### src/orld_pkg.sv
// ----------------------------------------------------------------------------
// orld_pkg: shared definitions for the opcode RLE/LZ byte decompressor
// Opcode codes, phase and status codes, generator kinds, and the command and
// status bundles between controller and datapath.
// ----------------------------------------------------------------------------
package orld_pkg;

  localparam int WINDOW_DEPTH = 4096;
  localparam int HIST_AW      = $clog2(WINDOW_DEPTH);
  localparam int RESULT_BYTES = 16;
  localparam int PACK_CW      = $clog2(RESULT_BYTES + 1);
  localparam int PACK_IW      = $clog2(RESULT_BYTES);
  localparam int GEN_W        = 10;   // up to 771 bytes per opcode
  localparam int CFG_AW       = 3;

  localparam logic [23:0] COUNT_MAX = 24'hFFFFFF;

  // configuration register addresses
  localparam logic [CFG_AW-1:0] REG_OUTPUT_LIMIT = 3'd0;

  // opcodes
  localparam logic [7:0] OP_LIT_MAX  = 8'hEF;
  localparam logic [7:0] OP_FILL_NIB = 8'hF0;
  localparam logic [7:0] OP_FILL     = 8'hF1;
  localparam logic [7:0] OP_NIB_PAIR = 8'hF2;
  localparam logic [7:0] OP_PAT2     = 8'hF3;
  localparam logic [7:0] OP_PAT3     = 8'hF4;
  localparam logic [7:0] OP_STR1     = 8'hF5;
  localparam logic [7:0] OP_STR2     = 8'hF6;
  localparam logic [7:0] OP_STR3     = 8'hF7;
  localparam logic [7:0] OP_INC      = 8'hF8;
  localparam logic [7:0] OP_DEC      = 8'hF9;
  localparam logic [7:0] OP_STEP     = 8'hFA;
  localparam logic [7:0] OP_ACC16    = 8'hFB;
  localparam logic [7:0] OP_REF12    = 8'hFC;
  localparam logic [7:0] OP_REF8     = 8'hFD;
  localparam logic [7:0] OP_REFNIB   = 8'hFE;
  localparam logic [7:0] OP_END      = 8'hFF;

  // parameter phases
  localparam logic [2:0] PH_OPCODE  = 3'd0;
  localparam logic [2:0] PH_LITERAL = 3'd5;
  localparam logic [2:0] PH_STREAM  = 3'd6;

  // stop status codes
  localparam logic [1:0] ST_RUN   = 2'd0;
  localparam logic [1:0] ST_END   = 2'd1;
  localparam logic [1:0] ST_SRC   = 2'd2;
  localparam logic [1:0] ST_LIMIT = 2'd3;

  typedef enum logic [1:0] {
    GK_SEQ   = 2'd0,
    GK_ARITH = 2'd1,
    GK_ACC   = 2'd2,
    GK_COPY  = 2'd3
  } gen_kind_t;

  typedef struct packed {
    logic capture;   // latch request payload
    logic decode;    // apply opcode/parameter handling
    logic settle;    // update output count and stop status
    logic rd_issue;  // read history for a back-reference
    logic emit;      // produce one output byte
    logic flush;     // move packed bytes to output register
  } cmd_t;

  typedef struct packed {
    logic gen_done;
    logic pack_full;
    logic is_copy;
    logic out_free;
  } sts_t;

  // parameter bytes needed by each multi-byte opcode
  function automatic logic [2:0] param_count(input logic [7:0] op);
    logic [2:0] n;
    case (op)
      OP_FILL_NIB, OP_REFNIB:        n = 3'd1;
      OP_PAT2, OP_STR2, OP_STEP:     n = 3'd3;
      OP_PAT3, OP_STR3, OP_ACC16:    n = 3'd4;
      default:                       n = 3'd2;
    endcase
    return n;
  endfunction

endpackage

### src/orld_ctrl.sv
// ----------------------------------------------------------------------------
// orld_ctrl: decompressor sequencer
// Steps each request through decode, status update, byte generation and
// result flushing.
// ----------------------------------------------------------------------------
module orld_ctrl (
  input  logic           clk,
  input  logic           rst,
  input  logic           in_valid,
  output logic           in_ready,
  input  orld_pkg::sts_t sts,
  output orld_pkg::cmd_t cmd
);

  typedef enum logic [5:0] {
    S_IDLE   = 6'b000001,
    S_DECODE = 6'b000010,
    S_SETTLE = 6'b000100,
    S_GEN    = 6'b001000,
    S_COPYW  = 6'b010000,
    S_FLUSH  = 6'b100000
  } state_t;

  state_t state, state_next;

  // state register
  always_ff @(posedge clk) begin
    if (rst) begin
      state <= S_IDLE;
    end else begin
      state <= state_next;
    end
  end

  // next state and commands
  always_comb begin
    state_next = state;
    cmd        = '0;
    in_ready   = 1'b0;
    case (state)
      S_IDLE: begin
        in_ready = 1'b1;
        if (in_valid) begin
          cmd.capture = 1'b1;
          state_next  = S_DECODE;
        end
      end
      S_DECODE: begin
        cmd.decode = 1'b1;
        state_next = S_SETTLE;
      end
      S_SETTLE: begin
        cmd.settle = 1'b1;
        state_next = S_GEN;
      end
      S_GEN: begin
        if (sts.gen_done || sts.pack_full) begin
          state_next = S_FLUSH;
        end else if (sts.is_copy) begin
          cmd.rd_issue = 1'b1;
          state_next   = S_COPYW;
        end else begin
          cmd.emit = 1'b1;
        end
      end
      S_COPYW: begin
        cmd.emit   = 1'b1;
        state_next = S_GEN;
      end
      S_FLUSH: begin
        if (sts.out_free) begin
          cmd.flush  = 1'b1;
          state_next = sts.gen_done ? S_IDLE : S_GEN;
        end
      end
      default: begin
        state_next = S_IDLE;
      end
    endcase
  end

endmodule

### config.mk
export PLATFORM = sky130hd
export DESIGN_NAME = orld_ctrl
export DESIGN_NICKNAME = d
export VERILOG_FILES = /design/src/orld_pkg.sv /design/src/orld_ctrl.sv
export SDC_FILE = /design/constraint.sdc
export NUM_CORES = 1
export LEC_CHECK = 0
export ABC_AREA = 1
export BUFFER_PORTS_ARGS = -buffer_cell sky130_fd_sc_hd__buf_4
export CORE_AREA = 3 3 41 43
export CTS_CLUSTER_SIZE = 16
export DETAILED_ROUTE_END_ITERATION = 12
export DIE_AREA = 0 0 44 46
export GPL_TIMING_DRIVEN = 1
export HOLD_SLACK_MARGIN = 0.03
export PLACE_DENSITY = 0.63
export SETUP_SLACK_MARGIN = 0.5
export SLEW_MARGIN = 20
export SYNTH_ARGS = -nofsm -noshare
export SYNTH_HDL_FRONTEND = slang
export SYNTH_SLANG_ARGS = --single-unit
### constraint.sdc
create_clock -name clk -period 1.3 [get_ports clk]
set_input_delay 0.13 -clock clk [delete_from_list [all_inputs] [get_ports clk]]
set_output_delay 0.13 -clock clk [all_outputs]
set_load 0.02 [all_outputs]
==> run_results.csv <==
group,metric,value,unit
outcome,status,"finished with violations",
outcome,violations,"negative setup slack",
synth,synth_top_family_by_area,"simple AND/OR/NAND/NOR gates",
synth,synth_adder_area_share,0,
critical_path,worst-r2r-setup-slack,0.08,ns
synth,synthXorXnorAreaFrac,0,
sta,slew_headroom,0.8651,
floorplan,start_util,0.3133,
layout,final_common_cell,"buf_4",
critical_path,crit_type,"flip-flop to output port",
cts,ctsHoldBuffers,0,
synth,synth_area_per_cell,6.237,sq um
sta,layout_min_cycle_time,1.311,ns
sta,tightest_slew,0.2007,ns
synth,synth-simple-area-share,0.5419,
synth,synth_top_cells_by_area,"dfxtp_1 (29%), nor2_1 (13%), inv_1 (12%)",
placed_design,gp_congestion,0.7244,
critical_path,worstPathArrival,1.18,ns
critical_path,crit_chain,"nor2_4 > nand2_2 > nor2_4 > nand2_2 > nor2_4 > buf_6",
synth,synth_cells,67,
detailed_routing,first_pass_iters,4,
cts,clockBufferDepth,2,
critical_path,start_kind,"flip-flop",
sta,clock_skew,0.005684,ns
cts,cts_root_buffer,"clkbuf_4",
synth,synth_mux_area_frac,0,
cts,cts_buffers,3,
sta,min_period_over_period,1.009,
floorplan,ios,14,
synth,synth_seq_cells,6,
cts,cts-htree-levels,1,
synth,ys_seq_area_frac,0.2874,
pwr,total_power,0.7813,mW
grt,grt_pass1_vias,548,
floorplan,fp.dieArea,0.002024,sq mm
critical_path,critPathTopFamily,"simple AND/OR/NAND/NOR gates",
critical_path,crit_fanout,3,
grt,overflow,0,
critical_path,cp-end-kind,"output port",
detailed_routing,initialDrtViolationCount,17,
cts,cts_sinks,6,
sta,fin_ws,-0.01109,ns
layout,areaGrowthSynthToFinish,88.92,%
grt,antenna_found_initial,0,
grt,grt_max_degree,7,
worst_hold_path,hold_class,"input port to flip-flop",
cts,insertion_delay,0.25,ns
detailed_routing,drc_errors,0,
grt,grt_first_pass_wirelength,2.049,mm
placed_design,post-place-ws,0.1569,ns
sta,whs,0.08428,ns
pwr,power.leakage,0.3629,nW
sta,drv_slew,0,
run,cap_violations,0,
layout,finalNonFillerCells,109,
critical_path,critPathBufInv,1,
sta,setup_viol_count_final,1,
detailed_routing,postRouteAntennaNets,0,
pwr,ir_worst_vdd,0.4428,mV
placed_design,io_buffers,13,
critical_path,path_common_cell,"nor2_4",
floorplan,core_area,0.001334,sq mm
placed_design,dpl.cell_count,95,
cts,cts_tree,"built",
floorplan,die_h,46,um
synth,yosys.area.top_type,"dfxtp_1",
detailed_routing,vias,508,
layout,fin_nets,103,
detailed_routing,drt-vias-per-instance,4.661,
detailed_routing,drt_wl_total,1.195,mm
grt,grtUsageTotal,0.1402,
synth,synth-compound-area-share,0.04491,
sta,tns,-0.01109,ns
detailed_routing,post_drt_wl_per_cell,10.96,um
critical_path,crit_required,1.17,ns
sta,rsz0062_at_grt,"true",
layout,diodes,0,
cts,clkSlewWorstSetupHoldPaths,0.04,ns
layout,final_cell_mix,"buf_4 (14), buf_6 (10), nor2_4 (9), nand2_2 (8), inv_1 (7)",
synth,synth_top_area_share,0.2874,
critical_path,slowest_delay,0.34,ns
layout,largest_register,"state",
floorplan,die_w,44,um
synth,yosysWarnings,0,
synth,netlist_area,417.9,sq um
sta,hold_viol,0,
synth,synth.distinct_cells,16,
sta,fmax,0.7627,GHz
pwr,powerDensity,989.5,mW/mm^2
placed_design,place.detailed.hpwl,768.5,um
layout,drive_above_1_share,0.7234,
synth,syn-num-nets,74,
layout,largest_register_ffs,6,
layout,top_regs,"state: 6 flops",
critical_path,cp_slowest_cell,"dfxtp_2",
floorplan,rows,13,
report_power, final:
part	internal, mW	total, mW	switching, mW
registers	0.206	0.234	0.0279
clock network	0.104	0.172	0.0678
logic	0.176	0.375	0.199
path summary, 6_finish.rpt:
| check | cells past startpoint | start | end |
|---|---|---|---|
| setup / recovery | 6 | state[1] | cmd[2] |
| hold / removal | 2 | rst | state[2] |
| setup reg to reg | 8 | state[4] | state[0] |
| hold reg to reg | 4 | state[0] | state[2] |
synth_stat cells:
library cell	number
nand2_2	3
dfxtp_1	6
a21oi_2	1
o21ai_1	1
nand3b_1	1
nand2_1	9
nor2_2	3
nor2_4	3
nand3_1	4
nand4_1	2
nor2_1	15
a21oi_1	1
nor3_1	3
inv_1	13
inv_2	1
nand3_2	1
through the flow:
step | area, sq um | util
after CTS | 754.5 | 0.5657
after floorplan | 435.4 | -
final | 789.5 | 0.5919
after global placement | 551.8 | 0.4137
after global routing | 789.5 | 0.5919
after detailed placement | 551.8 | 0.4137
worst reg2reg max path, stage by stage (launching register included):
cell	delay, ns
dfxtp_2	0.33
nor2_4	0.12
buf_6	0.14
nand4_1	0.14
buf_4	0.17
nand2_2	0.06
nor2_1	0.04
nand3_1	0.07
nand2_1	0.04
final cells by class:
cell class	instances	area, sq um
multi-input combinational	47	342.8
timing repair buffer	24	217.7
clock buffer	3	22.52
tap	15	18.77
inverter	14	55.05
fill	107	544.3
sequential	6	132.6
per-layer routing:
metal  up-vias  track usage  part of all wire  routed length (um)
li1        260            -                 -                   -
met1       232       0.1445              0.36                 426
met2        12       0.2355              0.58                 688
met3         4      0.01186             0.026                  31
met4         0       0.1566             0.041                  49
met5         -            0                 0                   0
kinds of logic (layout without fill, tap and decap cells):
family / after synthesis / in the layout
and+or+nand+nor: 44 / 44
buffers and inverters: 14 / 41
AOI/OAI and AO/OA: 3 / 3
DFF: 6 / 6
timing repair:
item                                    4_1_cts  5_1_grt
setup buffers                                10        1
endpoints found under the setup margin       13       13
pin swaps                                    12        7
resized for setup                            33        9
Power figures use the tool's default switching activity.
